[src/cscan_pkg.sv]
// Shared types and constants for the C-SCAN disk scheduler.
package cscan_pkg;

	localparam int unsigned CYL_W  = 16;
	localparam int unsigned SEEK_W = 18;
	localparam int unsigned RCNT_W = 16;
	localparam logic [SEEK_W-1:0] SEEK_MAX  = '1;
	localparam logic [RCNT_W-1:0] RCNT_MAX  = '1;
	localparam logic [CYL_W-1:0]  MAXCYL_RST = '1;

	// register indexes on the APB port
	typedef enum logic {
		REG_START_HEAD   = 1'b0,
		REG_MAX_CYLINDER = 1'b1
	} reg_idx_t;

	typedef enum logic [1:0] {
		KIND_START   = 2'd0,
		KIND_REQUEST = 2'd1,
		KIND_SWEEP   = 2'd2,
		KIND_WRAP    = 2'd3
	} stop_kind_t;

	typedef struct packed {
		logic [CYL_W-1:0] cylinder;
		logic             batch_end;
	} req_t;

	typedef struct packed {
		logic [CYL_W-1:0]  stop_cylinder;
		stop_kind_t        stop_kind;
		logic [SEEK_W-1:0] seek_total;
		logic [RCNT_W-1:0] request_count;
		logic              overflowed;
		logic              run_last;
	} stop_t;

	typedef enum logic [2:0] {
		ST_IDLE,
		ST_INSERT,
		ST_PLACE,
		ST_START,
		ST_UPPER,
		ST_SWEEP,
		ST_WRAP,
		ST_LOWER
	} state_t;

	// side select: upper store holds requests above the head
	localparam logic SIDE_LOWER = 1'b0;
	localparam logic SIDE_UPPER = 1'b1;

endpackage

[src/cscan_disk_scheduler.sv]
// Top level of the C-SCAN disk scheduler.
//
// Usage: requests come in on the req channel (req_valid / req_stall / req),
// one cylinder per transaction; a transaction with batch_end set closes the
// batch. Each request is compared once against start_head: above goes to the
// upper list, below to the lower list, equal is dropped. Both lists together
// hold MAX_REQUESTS entries; extras are dropped and flagged as overflowed.
// Insertion walks the list from the top, one entry shifted per cycle through
// the shared compare unit and the one-write / one-read store RAM. A request
// that is dropped, ignored or lands in an empty list is handled in idle;
// else each larger entry already stored is shifted up before it is placed.
// req_stall is high whenever the block is not idle.
// After the closing transaction the stop order streams out on the stop
// channel, one stop per cycle while stop_stall is low, the first one from
// the start state once the closing request is placed: start, upper list,
// sweep end and wrap (only if the upper list was non-empty), lower list; run_last
// marks the final stop. A batch of n stored requests emits n+1 (or n+3) stops.
// The stop register holds while stop_stall is high and the sequencer waits on it.
// Reset clears the batch counters, flags and registers; store contents are
// never read above the fill counts so need no clearing.
module cscan_disk_scheduler #(
	parameter int unsigned MAX_REQUESTS = 32
) (
	input  logic                clk,
	input  logic                arst_n,
	// request channel
	input  logic                req_valid,
	output logic                req_stall,
	input  cscan_pkg::req_t     req,
	// stop channel
	output logic                stop_valid,
	input  logic                stop_stall,
	output cscan_pkg::stop_t    stop,
	// APB config port
	input  logic                psel,
	input  logic                penable,
	input  logic                pwrite,
	input  logic [2:0]          paddr,
	input  logic [31:0]         pwdata,
	output logic [31:0]         prdata,
	output logic                pready
);
	import cscan_pkg::*;

	// index into one list, and counter width able to hold MAX_REQUESTS
	localparam int unsigned IDX_W = (MAX_REQUESTS > 1) ? $clog2(MAX_REQUESTS) : 1;
	localparam int unsigned CNT_W = $clog2(MAX_REQUESTS + 1);
	localparam logic [CNT_W:0] CAP = (CNT_W + 1)'(MAX_REQUESTS);

	// ---------------- configuration ----------------
	logic [CYL_W-1:0] start_head_q;
	logic [CYL_W-1:0] max_cyl_q;
	logic             cfg_wr;
	reg_idx_t         cfg_idx;

	assign pready  = 1'b1;
	assign cfg_wr  = psel & penable & pwrite;
	assign cfg_idx = reg_idx_t'(paddr[2]);

	always_ff @(posedge clk or negedge arst_n) begin
		if (!arst_n) begin
			start_head_q <= '0;
			max_cyl_q    <= MAXCYL_RST;
		end else if (cfg_wr) begin
			unique case (cfg_idx)
				REG_START_HEAD:   start_head_q <= pwdata[CYL_W-1:0];
				REG_MAX_CYLINDER: max_cyl_q    <= pwdata[CYL_W-1:0];
				default: ;
			endcase
		end
	end

	always_comb begin
		unique case (cfg_idx)
			REG_START_HEAD:   prdata = 32'(start_head_q);
			REG_MAX_CYLINDER: prdata = 32'(max_cyl_q);
			default:          prdata = '0;
		endcase
	end

	// ---------------- state ----------------
	state_t            state_q, state_d;
	logic [CNT_W-1:0]  upper_cnt_q, lower_cnt_q;
	logic [RCNT_W-1:0] rcvd_cnt_q;
	logic              ovf_q;
	logic [CYL_W-1:0]  val_q;     // request being inserted
	logic [CNT_W-1:0]  k_q;       // hole position during insertion
	logic              side_q;
	logic              last_q;
	logic [CNT_W-1:0]  idx_q;     // list index during emission
	logic [CYL_W-1:0]  pos_q;     // head position during emission
	logic [SEEK_W-1:0] seek_q;
	stop_t             stop_q;
	logic              stop_valid_q;

	// store interface
	logic [IDX_W:0]    wr_addr, rd_addr;
	logic              wr_en;
	logic [CYL_W-1:0]  wr_data, rd_data;

	// shared unit
	logic [CYL_W-1:0]  op_a, op_b;
	logic              gt;
	logic [SEEK_W-1:0] seek_sum;

	cscan_store #(.IDX_W(IDX_W)) u_store (
		.clk     (clk),
		.wr_en   (wr_en),
		.wr_addr (wr_addr),
		.wr_data (wr_data),
		.rd_addr (rd_addr),
		.rd_data (rd_data)
	);

	cscan_seek_unit u_seek (
		.a        (op_a),
		.b        (op_b),
		.seek_in  (seek_q),
		.gt       (gt),
		.seek_out (seek_sum)
	);

	// ---------------- decode helpers ----------------
	logic              req_fire;
	logic              slot_free;
	logic              in_equal;
	logic              in_full;
	logic [CNT_W-1:0]  in_cnt;
	logic [CNT_W-1:0]  idx_inc;
	logic [CNT_W-1:0]  k_dec;
	logic [CNT_W-1:0]  k_dec2;
	logic              upper_any, lower_any;
	logic              upper_done, lower_done;

	assign req_stall  = (state_q != ST_IDLE);
	assign req_fire   = req_valid & ~req_stall;
	assign slot_free  = ~stop_valid_q | ~stop_stall;
	assign in_equal   = (req.cylinder == start_head_q);
	assign in_full    = ({1'b0, upper_cnt_q} + {1'b0, lower_cnt_q}) >= CAP;
	assign in_cnt     = gt ? upper_cnt_q : lower_cnt_q;   // gt: cylinder above head in IDLE
	assign idx_inc    = idx_q + 1'b1;
	assign k_dec      = k_q - 1'b1;
	assign k_dec2     = k_q - 2'd2;
	assign upper_any  = (upper_cnt_q != '0);
	assign lower_any  = (lower_cnt_q != '0);
	assign upper_done = (idx_inc == upper_cnt_q);
	assign lower_done = (idx_inc == lower_cnt_q);

	// index of the top entry for a list holding cnt entries
	function automatic logic [IDX_W-1:0] k_dec_in(input logic [CNT_W-1:0] cnt);
		logic [CNT_W-1:0] t;
		t = cnt - 1'b1;
		return t[IDX_W-1:0];
	endfunction

	// operand select for the shared unit
	always_comb begin
		unique case (state_q)
			ST_IDLE:   begin op_a = req.cylinder; op_b = start_head_q; end
			ST_INSERT: begin op_a = rd_data;      op_b = val_q;        end
			ST_SWEEP:  begin op_a = pos_q;        op_b = max_cyl_q;    end
			default:   begin op_a = pos_q;        op_b = rd_data;      end
		endcase
	end

	// ---------------- next state ----------------
	always_comb begin
		state_d = state_q;
		unique case (state_q)
			ST_IDLE: begin
				if (req_fire) begin
					if (!in_equal && !in_full && in_cnt != '0) begin
						state_d = ST_INSERT;
					end else if (req.batch_end) begin
						state_d = ST_START;
					end
				end
			end
			ST_INSERT: begin
				if (!gt) begin
					state_d = last_q ? ST_START : ST_IDLE;
				end else if (k_q == CNT_W'(1)) begin
					state_d = ST_PLACE;
				end
			end
			ST_PLACE: state_d = last_q ? ST_START : ST_IDLE;
			ST_START: begin
				if (slot_free) begin
					priority if (upper_any) state_d = ST_UPPER;
					else if (lower_any)     state_d = ST_LOWER;
					else                    state_d = ST_IDLE;
				end
			end
			ST_UPPER: if (slot_free && upper_done) state_d = ST_SWEEP;
			ST_SWEEP: if (slot_free) state_d = ST_WRAP;
			ST_WRAP:  if (slot_free) state_d = lower_any ? ST_LOWER : ST_IDLE;
			ST_LOWER: if (slot_free && lower_done) state_d = ST_IDLE;
			default:  state_d = ST_IDLE;
		endcase
	end

	// ---------------- outputs of the sequencer ----------------
	logic              emit;
	stop_t             stop_d;
	logic              bump;       // one more entry stored on bump_side
	logic              bump_side;
	logic              clear_batch;
	logic              load_ins;

	always_comb begin
		wr_en       = 1'b0;
		wr_addr     = {side_q, k_q[IDX_W-1:0]};
		wr_data     = val_q;
		rd_addr     = {side_q, k_q[IDX_W-1:0]};
		emit        = 1'b0;
		bump        = 1'b0;
		bump_side   = side_q;
		clear_batch = 1'b0;
		load_ins    = 1'b0;
		stop_d.stop_cylinder = rd_data;
		stop_d.stop_kind     = KIND_REQUEST;
		stop_d.seek_total    = seek_sum;
		stop_d.request_count = rcvd_cnt_q;
		stop_d.overflowed    = ovf_q;
		stop_d.run_last      = 1'b0;
		unique case (state_q)
			ST_IDLE: begin
				rd_addr = {gt, k_dec[IDX_W-1:0]};
				if (req_fire && !in_equal && !in_full) begin
					if (in_cnt == '0) begin
						// empty list: store directly at entry 0
						wr_en     = 1'b1;
						wr_addr   = {gt, {IDX_W{1'b0}}};
						wr_data   = req.cylinder;
						bump      = 1'b1;
						bump_side = gt;
					end else begin
						load_ins = 1'b1;
					end
				end
				// rd_addr: read the current top entry of the chosen list
				if (req_fire && !in_equal && !in_full && in_cnt != '0) begin
					rd_addr = {gt, k_dec_in(in_cnt)};
				end
			end
			ST_INSERT: begin
				wr_en = 1'b1;
				if (gt) begin
					// shift larger entry up one, fetch the next one down
					wr_data = rd_data;
					rd_addr = {side_q, k_dec2[IDX_W-1:0]};
				end else begin
					bump = 1'b1;
				end
			end
			ST_PLACE: begin
				wr_en = 1'b1;
				bump  = 1'b1;
			end
			ST_START: begin
				rd_addr              = {upper_any, {IDX_W{1'b0}}};
				emit                 = slot_free;
				stop_d.stop_cylinder = start_head_q;
				stop_d.stop_kind     = KIND_START;
				stop_d.seek_total    = '0;
				stop_d.run_last      = ~upper_any & ~lower_any;
				clear_batch          = slot_free & ~upper_any & ~lower_any;
			end
			ST_UPPER: begin
				emit = slot_free;
				priority if (!slot_free) rd_addr = {SIDE_UPPER, idx_q[IDX_W-1:0]};
				else if (upper_done)     rd_addr = {SIDE_LOWER, {IDX_W{1'b0}}};
				else                     rd_addr = {SIDE_UPPER, idx_inc[IDX_W-1:0]};
			end
			ST_SWEEP: begin
				rd_addr              = {SIDE_LOWER, {IDX_W{1'b0}}};
				emit                 = slot_free;
				stop_d.stop_cylinder = max_cyl_q;
				stop_d.stop_kind     = KIND_SWEEP;
			end
			ST_WRAP: begin
				rd_addr              = {SIDE_LOWER, {IDX_W{1'b0}}};
				emit                 = slot_free;
				stop_d.stop_cylinder = '0;
				stop_d.stop_kind     = KIND_WRAP;
				stop_d.seek_total    = seek_q;
				stop_d.run_last      = ~lower_any;
				clear_batch          = slot_free & ~lower_any;
			end
			ST_LOWER: begin
				emit            = slot_free;
				stop_d.run_last = lower_done;
				clear_batch     = slot_free & lower_done;
				rd_addr = slot_free ? {SIDE_LOWER, idx_inc[IDX_W-1:0]}
				                    : {SIDE_LOWER, idx_q[IDX_W-1:0]};
			end
			default: ;
		endcase
	end

	// ---------------- registers ----------------
	always_ff @(posedge clk or negedge arst_n) begin
		if (!arst_n) begin
			state_q <= ST_IDLE;
		end else begin
			state_q <= state_d;
		end
	end

	// batch counters and flags
	always_ff @(posedge clk or negedge arst_n) begin
		if (!arst_n) begin
			upper_cnt_q <= '0;
			lower_cnt_q <= '0;
			rcvd_cnt_q  <= '0;
			ovf_q       <= 1'b0;
		end else if (clear_batch) begin
			upper_cnt_q <= '0;
			lower_cnt_q <= '0;
			rcvd_cnt_q  <= '0;
			ovf_q       <= 1'b0;
		end else begin
			if (req_fire) begin
				if (rcvd_cnt_q != RCNT_MAX) begin
					rcvd_cnt_q <= rcvd_cnt_q + 1'b1;
				end
				if (!in_equal && in_full) begin
					ovf_q <= 1'b1;
				end
			end
			if (bump) begin
				if (bump_side == SIDE_UPPER) begin
					upper_cnt_q <= upper_cnt_q + 1'b1;
				end else begin
					lower_cnt_q <= lower_cnt_q + 1'b1;
				end
			end
		end
	end

	// insertion working registers
	always_ff @(posedge clk) begin
		if (load_ins) begin
			val_q  <= req.cylinder;
			k_q    <= in_cnt;
			side_q <= gt;
		end else if (state_q == ST_INSERT && gt) begin
			k_q <= k_dec;
		end
		if (req_fire) begin
			last_q <= req.batch_end;
		end
	end

	// emission working registers
	always_ff @(posedge clk) begin
		if (emit) begin
			unique case (state_q)
				ST_START: begin
					pos_q  <= start_head_q;
					seek_q <= '0;
					idx_q  <= '0;
				end
				ST_UPPER: begin
					pos_q  <= rd_data;
					seek_q <= seek_sum;
					idx_q  <= upper_done ? '0 : idx_inc;
				end
				ST_SWEEP: seek_q <= seek_sum;
				ST_WRAP:  pos_q  <= '0;
				ST_LOWER: begin
					pos_q  <= rd_data;
					seek_q <= seek_sum;
					idx_q  <= idx_inc;
				end
				default: ;
			endcase
		end
	end

	// stop output register
	always_ff @(posedge clk or negedge arst_n) begin
		if (!arst_n) begin
			stop_valid_q <= 1'b0;
		end else if (emit) begin
			stop_valid_q <= 1'b1;
		end else if (!stop_stall) begin
			stop_valid_q <= 1'b0;
		end
	end

	always_ff @(posedge clk) begin
		if (emit) begin
			stop_q <= stop_d;
		end
	end

	assign stop_valid = stop_valid_q;
	assign stop       = stop_q;

endmodule

[src/cscan_store.sv]
// Request store: upper and lower sorted lists in one single-port-write RAM.
module cscan_store #(
	parameter int unsigned IDX_W = 5
) (
	input  logic                         clk,
	input  logic                         wr_en,
	input  logic [IDX_W:0]               wr_addr,
	input  logic [cscan_pkg::CYL_W-1:0]  wr_data,
	input  logic [IDX_W:0]               rd_addr,
	output logic [cscan_pkg::CYL_W-1:0]  rd_data
);
	import cscan_pkg::*;

	localparam int unsigned DEPTH = 2 ** (IDX_W + 1);

	logic [CYL_W-1:0] mem [DEPTH];

	always_ff @(posedge clk) begin
		if (wr_en) begin
			mem[wr_addr] <= wr_data;
		end
	end

	always_ff @(posedge clk) begin
		rd_data <= mem[rd_addr];
	end

endmodule

[src/cscan_seek_unit.sv]
// Shared compare / distance / saturating seek accumulate unit.
module cscan_seek_unit (
	input  logic [cscan_pkg::CYL_W-1:0]  a,
	input  logic [cscan_pkg::CYL_W-1:0]  b,
	input  logic [cscan_pkg::SEEK_W-1:0] seek_in,
	output logic                         gt,
	output logic [cscan_pkg::SEEK_W-1:0] seek_out
);
	import cscan_pkg::*;

	logic [CYL_W-1:0]  travel;
	logic [SEEK_W:0]   sum;

	assign gt   = a > b;
	assign travel = gt ? (a - b) : (b - a);
	assign sum  = {1'b0, seek_in} + (SEEK_W + 1)'(travel);
	assign seek_out = sum[SEEK_W] ? SEEK_MAX : sum[SEEK_W-1:0];

endmodule
[config.mk]
export PLATFORM = sky130hd
export DESIGN_NAME = cscan_disk_scheduler
export DESIGN_NICKNAME = d
export VERILOG_FILES = /design/src/cscan_pkg.sv /design/src/cscan_disk_scheduler.sv /design/src/cscan_store.sv /design/src/cscan_seek_unit.sv
export SDC_FILE = /design/constraint.sdc
export NUM_CORES = 1
export LEC_CHECK = 0
export BUFFER_PORTS_ARGS = -buffer_cell sky130_fd_sc_hd__buf_2
export CAP_MARGIN = 20
export CORE_MARGIN = 4
export CORE_UTILIZATION = 45
export CTS_BUF_LIST = sky130_fd_sc_hd__clkbuf_8
export DETAILED_ROUTE_END_ITERATION = 7
export HOLD_SLACK_MARGIN = 0.15
export PLACE_DENSITY = 0.73
export SLEW_MARGIN = 20
export SYNTH_ARGS = -nofsm -noshare
export SYNTH_HDL_FRONTEND = slang
export SYNTH_SLANG_ARGS = --single-unit
[constraint.sdc]
create_clock -name clk -period 10.4 [get_ports clk]
set_clock_uncertainty 0.15 [all_clocks]
set_input_delay 2.08 -clock clk [delete_from_list [all_inputs] [get_ports clk]]
set_output_delay 2.08 -clock clk [all_outputs]
set_load 0.03 [all_outputs]
## Word level (Yosys, flattened, before mapping)

Memory sizes are Yosys's and may differ from the RTL's. A register that Yosys moved wholly into a read port is not among the register bits.
Index checks and enable logic that the tools add are counted.

| operators by class | value |
|---|---|
| reduce and logical (&&, ||, !) cells | 41 |
| $lt $le $gt $ge | 2 |
| muxes and demuxes | 71 |
| bitwise gates (word level) | 15 |
| add/sub/neg operators | 11 |
| equal/unequal tests | 22 |

Operators by type and width:

| cell | number |
|---|---|
| $mux 16 | 7 |
| $pmux 16 s3 | 2 |
| $mux 6 | 15 |
| $pmux 18 s2 | 2 |
| $pmux 16 s2 | 2 |
| $pmux 32 s2 | 1 |
| $pmux 18 s3 | 1 |
| $mux 3 | 12 |
| $pmux 6 s6 | 1 |
| $sub 16x16->16 | 2 |
| $pmux 3 s8 | 1 |
| $add 18x16->19 | 1 |
| $add 6x1->6 const B | 3 |
| $mux 18 | 1 |
| $pmux 6 s3 | 1 |
| $reduce_and 2->1 | 9 |
| $reduce_bool 6->1 | 3 |
| $mux 1 | 17 |
| $add 16x1->16 const B | 1 |
| $eq 16x16->1 | 1 |
| $gt 16x16->1 | 1 |
| $ne 16x16->1 const B | 1 |
| $mux 5 | 3 |
| $reduce_bool 2->1 | 7 |
| other kinds (28) | 67 |

| storage, ports and cells | value |
|---|---|
| register bits after elaboration | 183 |
| input bits | 59 |
| memories kept | 1 |
| memory bits (writable) | 1024 |
| output and inout bits | 89 |
| word-level logic and storage cells | 184 |

Memory list:

| memory | depth | bits a word | rd ports | clocked after memory_dff | write ports | RTL line | source |
|---|---|---|---|---|---|---|---|
| u_store.mem | 64 | 16 | 1 | 1 | 1 | cscan_store.sv:16 | `logic [CYL_W-1:0] mem [DEPTH];` |

## Logic depth before layout (Yosys ltp)

| logic depth | value |
|---|---|
| depth in word-level cells | 11 |
| mapped depth | 34 |
| gate-level depth less buffers | 27 |

## By module

A second synthesis with hierarchy kept.

| second synthesis, totals | value |
|---|---|
| cells, all modules | 3212 |
| area, all modules | 53402.5 sq um |

Modules (own cells, without submodules):

| module | times used | area an instance (sq um) | cells an instance |
|---|---|---|---|
| cscan_store | 1 | 40042.2 | 1829 |
| cscan_disk_scheduler | 1 | 10959.3 | 1039 |
| cscan_seek_unit | 1 | 2401.1 | 344 |

## Least setup slack after synthesis

OpenSTA, ideal clock, no wires.

| path | value |
|---|---|
| path type | input-to-reg |
| start | input req[1] (netlist name) |
| end | memory u_store.mem[0][10], data pin |
| required time | 9907 ps |
| arrival | 7270 ps |
| setup slack | 2638 ps |
| library setup time | 343 ps |
| cell stages on the path | 24 |
| buffers on the path | 4 |
| cell sequence | mux2i_1 -> a21oi_1 -> inv_1 -> ha_1 -> fa_1 -> nand2b_1 -> a21oi_1 -> o311a_1 -> or3_4 -> o21ai_4 -> buf_4 -> clkbuf_1 -> nor2_1 -> a21oi_1 -> ha_1 -> nand2_1 -> or4_4 -> o22ai_4 -> nor2_1 -> nor2_1 -> clkbuf_1 -> buf_1 -> a222oi_1 -> inv_1 |

| on the way | value |
|---|---|
| cells in the longest elaborated chain, start to end | 7 |
| elaborated cells on any way between the ends | 12 |

RTL lines:

| item | RTL line | source |
|---|---|---|
| start, declared | cscan_disk_scheduler.sv:29 | `input cscan_pkg::req_t req,` |
| $pmux 16 s2 | cscan_disk_scheduler.sv:158 | `unique case (state_q)` |
| $gt 16x16->1 | cscan_seek_unit.sv:14 | `assign gt = a > b;` |
| $mux 6 | cscan_disk_scheduler.sv:140 | `assign in_cnt = gt ? upper_cnt_q : lower_cnt_q;` |
| $logic_not 6->1 | cscan_disk_scheduler.sv:230 | `if (in_cnt == '0) begin` |
| $mux 16 | cscan_disk_scheduler.sv:230 |  |
| $mux 16 | cscan_disk_scheduler.sv:229 | `if (req_fire && !in_equal && !in_full) begin` |
| $pmux 16 s2 (*) | cscan_disk_scheduler.sv:226 | `unique case (state_q)` |
| via u_store.wr_data, one bit | cscan_store.sv:8 | `input logic [cscan_pkg::CYL_W-1:0] wr_data,` |
| end, declared | cscan_store.sv:16 |  |

The timed path passes the listed nets; every way through them passes the cells marked *.

## Worst setup path after layout

| path | value |
|---|---|
| start | register state_q[0] |
| end | register u_store.rd_data[3] (netlist name), read port of u_store.mem |

| on the way | value |
|---|---|
| cells in the longest elaborated chain, start to end | 8 |
| elaborated cells on any way between the ends | 23 |

RTL lines:

| item | RTL line | source |
|---|---|---|
| start, declared | cscan_disk_scheduler.sv:82 | `state_t state_q, state_d;` |
| start signal, assigned | cscan_disk_scheduler.sv:306 | `state_q <= state_d;` |
| branches (longest 7 deep; another with $gt 16x16->1) | -- |  |
| $pmux 6 s6 (*) | cscan_disk_scheduler.sv:226 |  |
| end, declared | cscan_store.sv:10 | `output logic [cscan_pkg::CYL_W-1:0] rd_data` |

Every way passes the cells marked *.
A chain may end at the register's enable or synchronous reset.

==> run summary <==
Status: finished, violations left
Failing checks: DRC
Hold Crit Class: reg2reg
Slew Viols, Final: 0
First-pass GRT wire length: 204000 um
H-Tree Level Count: 4
Placed Cells: 5561
Setup TNS: 0 ns
Max Freq: 0.111 GHz
Post-synthesis cell count: 3920
Min Hold Slack: 0.335 ns
Pre-CTS setup slack: 0.856 ns
Final WL: 137000 um
Yosys warns: 0
Final hold vios: 0
Via count: 33904
Final GP Congestion: 0.917
# rows: 127
Main area contributors after synthesis: edfxtp_1 63%, mux2i_1 8.1%, nand2_1 3.4%
I/O Pins: 148
Die area: 127000 um^2
Drt wl/cell: 23.2 um
Rel. slew slack: 27.6%
Hold_sp: ovf_q
CP arrival: 9.54 ns
CORE AREA: 120000 um^2
Endpoint, Worst Hold: stop[1]
Reg-to-Reg End: u_store.rd_data[3]
Slew @ Worst Pin: 1.06 ns
CTS Buf Count: 188
Synth area leader: edfxtp_1
Vias per cell: 5.75
# clock sinks: 1223
Clk buf depth: 3
Post-CTS Setup Bufs: 0
Hold path depth: 0
FF-to-FF Start: state_q[0]
Number of synthesized flops with an enable pin: 1142
Final WS setup: 1.40 ns
FF-to-FF path depth: 22
Avg Cell Area, Syn: 13.9 um^2
DRC errors left: 3
Layout cells sized above 1: 15.1%
Max_cap viols: 0
Most frequent cells in the layout: 1142 x edfxtp_1, 486 x nand2_1, 440 x mux2i_1
Initial antenna violation count: 7
Critical path's slowest cell: nand3_1
Min Tclk post-route: 9.00 ns
Part of the cycle the worst path needs: 86.6%
Clk root buf: clkbuf_8
Clk pin slew, worst setup/hold paths: 0.07 ns
Required time worst endpoint: 10.94 ns
Post-CTS sizing: 0
Total GRT Usage: 21.2%
Final Net Count: 4267
Main flop type after synthesis: edfxtp_1
Clock latency on the worst-skew pair: 0.86 ns
Post-cts hold buffer count: 0
CTS tree: built
Setup Viol. Count Final: 0
Yosys reg bits: 1223
Crit Path Max Fanout: 62
Post-synth ARST share: 5.31%
Die Width: 356 um
Grt total ovfl: 0
Largest net degree at the start of global routing: 88
Flop2flop setup slack: 1.40 ns
Crit path capture type: register
RSZ-0062 raised after global routing: false
Yosys cell types: 96
DIE HEIGHT: 356 um
Slowest Stage Delay on Critical Path: 0.86 ns
Antenna Nets Post-Route: 0
Crit Path Class: reg2reg
1st-iter DRT viols: 4069
Initial Util: 45.3%
Synthesis-to-finish area growth: 11.0%
CP Launch Type: register
First drt pass iteration count: 8
Sequential share of the synthesized area: 66.7%
Mapped Area: 54400 um^2
Number of global-route vias before repair: 32584
Hpwl dp: 83900 um
Most common cell after layout, fill and taps aside: edfxtp_1
Post-synth top area share: 63.0%
Post-Layout Cell Count: 5898
PortBufs: 112
Worst path cell trace: buf_4 > mux2i_1 > a21oi_1 > inv_1 > ha_1 > nand4_4 > nor3_2 > and2_1 > or3_4 > o21ai_4 > mux2i_1 > buf_4 > ha_1 > nand2_1 > or4_4 > o22ai_4 > or3_4 > o2111a_4 > nand3_1 > o22ai_1 > a31oi_1 > a2111o_1
==> worst max-delay path, delay by kind of cell, from the launching register on <==
family,cells,cell delay (ns)
AO/OA/AOI/OAI,7,2.99
multiplexers,2,0.42
adder cells (fa/ha/maj),2,0.80
flip-flops,1,0.81
buffers and inverters,3,0.90
AND/OR/NAND/NOR,8,2.60
==> sequential cells by signal, indices dropped and copies added, names as in the netlist <==
signal / count
state_q: 3
rcvd_cnt_q: 16
k_q: 6
pos_q: 16
last_q: 1
idx_q: 6
u_store.mem: 1024
max_cyl_q: 16
upper_cnt_q: 6
lower_cnt_q: 6
ovf_q: 1
start_head_q: 16
seek_q: 18
u_store.rd_data: 16
stop: 54
side_q: 1
val_q: 16
stop_valid: 1
==> synth_stat cells, types with 21 or more instances <==
master     instances
inv_1             90
xnor2_1           42
clkbuf_1          82
buf_1             21
mux2i_1          440
a21o_1            28
nand2_1          486
nand2b_1          25
buf_2             66
a2111oi_0         22
ha_1              64
a21oi_1           98
a211oi_1          60
edfxtp_1        1142
xor2_1            46
mux4_2            32
nor2_1           239
mux2_2            56
a31oi_1           27
o22ai_1           35
nand3_1          237
and3_1            21
buf_4             55
o21ai_0           84
dfrtp_1           49
nor3_1            36
==> layout make-up <==
| class | count | area (um^2) |
|---|---|---|
| Fill cell | 10032 | 59600 |
| Sequential cell | 1223 | 36300 |
| Multi-Input combinational cell | 2375 | 16600 |
| Clock buffer | 192 | 2640 |
| Tap cell | 1612 | 2020 |
| Timing Repair Buffer | 259 | 1770 |
| Clock inverter | 139 | 756 |
| Inverter | 93 | 359 |
| Antenna cell | 5 | 12.5 |
==> logic make-up after synthesis <==
family                     after synthesis  synth area share [%]
DFF                                   1223                  66.7
and+or+nand+nor                       1124                  9.19
AOI/OAI and AO/OA                      548                  7.28
muxes                                  528                  10.6
buffers and inverters                  337                  3.16
xor gates and xnor gates                90                  1.50
adders and majority gates               68                  1.62
other                                    2                0.0138
==> how the worst max path moves through the flow <==
stage	start	endpoint	slack, ns	cells after the start
after detailed placement	req[11]	u_store.rd_data[3]	0.86	22
after global routing	state_q[0]	u_store.rd_data[3]	1.14	21
after floorplan	req[1]	u_store.mem[0][10]	2.64	24
final	state_q[0]	u_store.rd_data[3]	1.40	22
after CTS	state_q[0]	u_store.rd_data[3]	1.57	22
after global placement	req[11]	u_store.rd_data[3]	0.98	22
==> per-layer routing <==
metal  track usage, %  vias to the layer above  wire length (um)
met1             28.2                    16804             55100
met3             4.00                      254             11500
met4             8.49                        0              5290
met5                0                        -                 0
met2             34.5                     1582             65200
li1                 -                    15264                 -
==> stage by stage <==
step | util, % | instance area (um^2)
2_1_floorplan | - | 54500
3_3_place_gp | 47.4 | 56900
6_report | 50.3 | 60400
5_1_grt | 50.3 | 60400
4_1_cts | 50.3 | 60300
3_5_place_dp | 47.5 | 56900
Power is left out: the tool's default activity adds up to more than one toggle a clock period on the data nets, which glitch-free logic cannot reach.
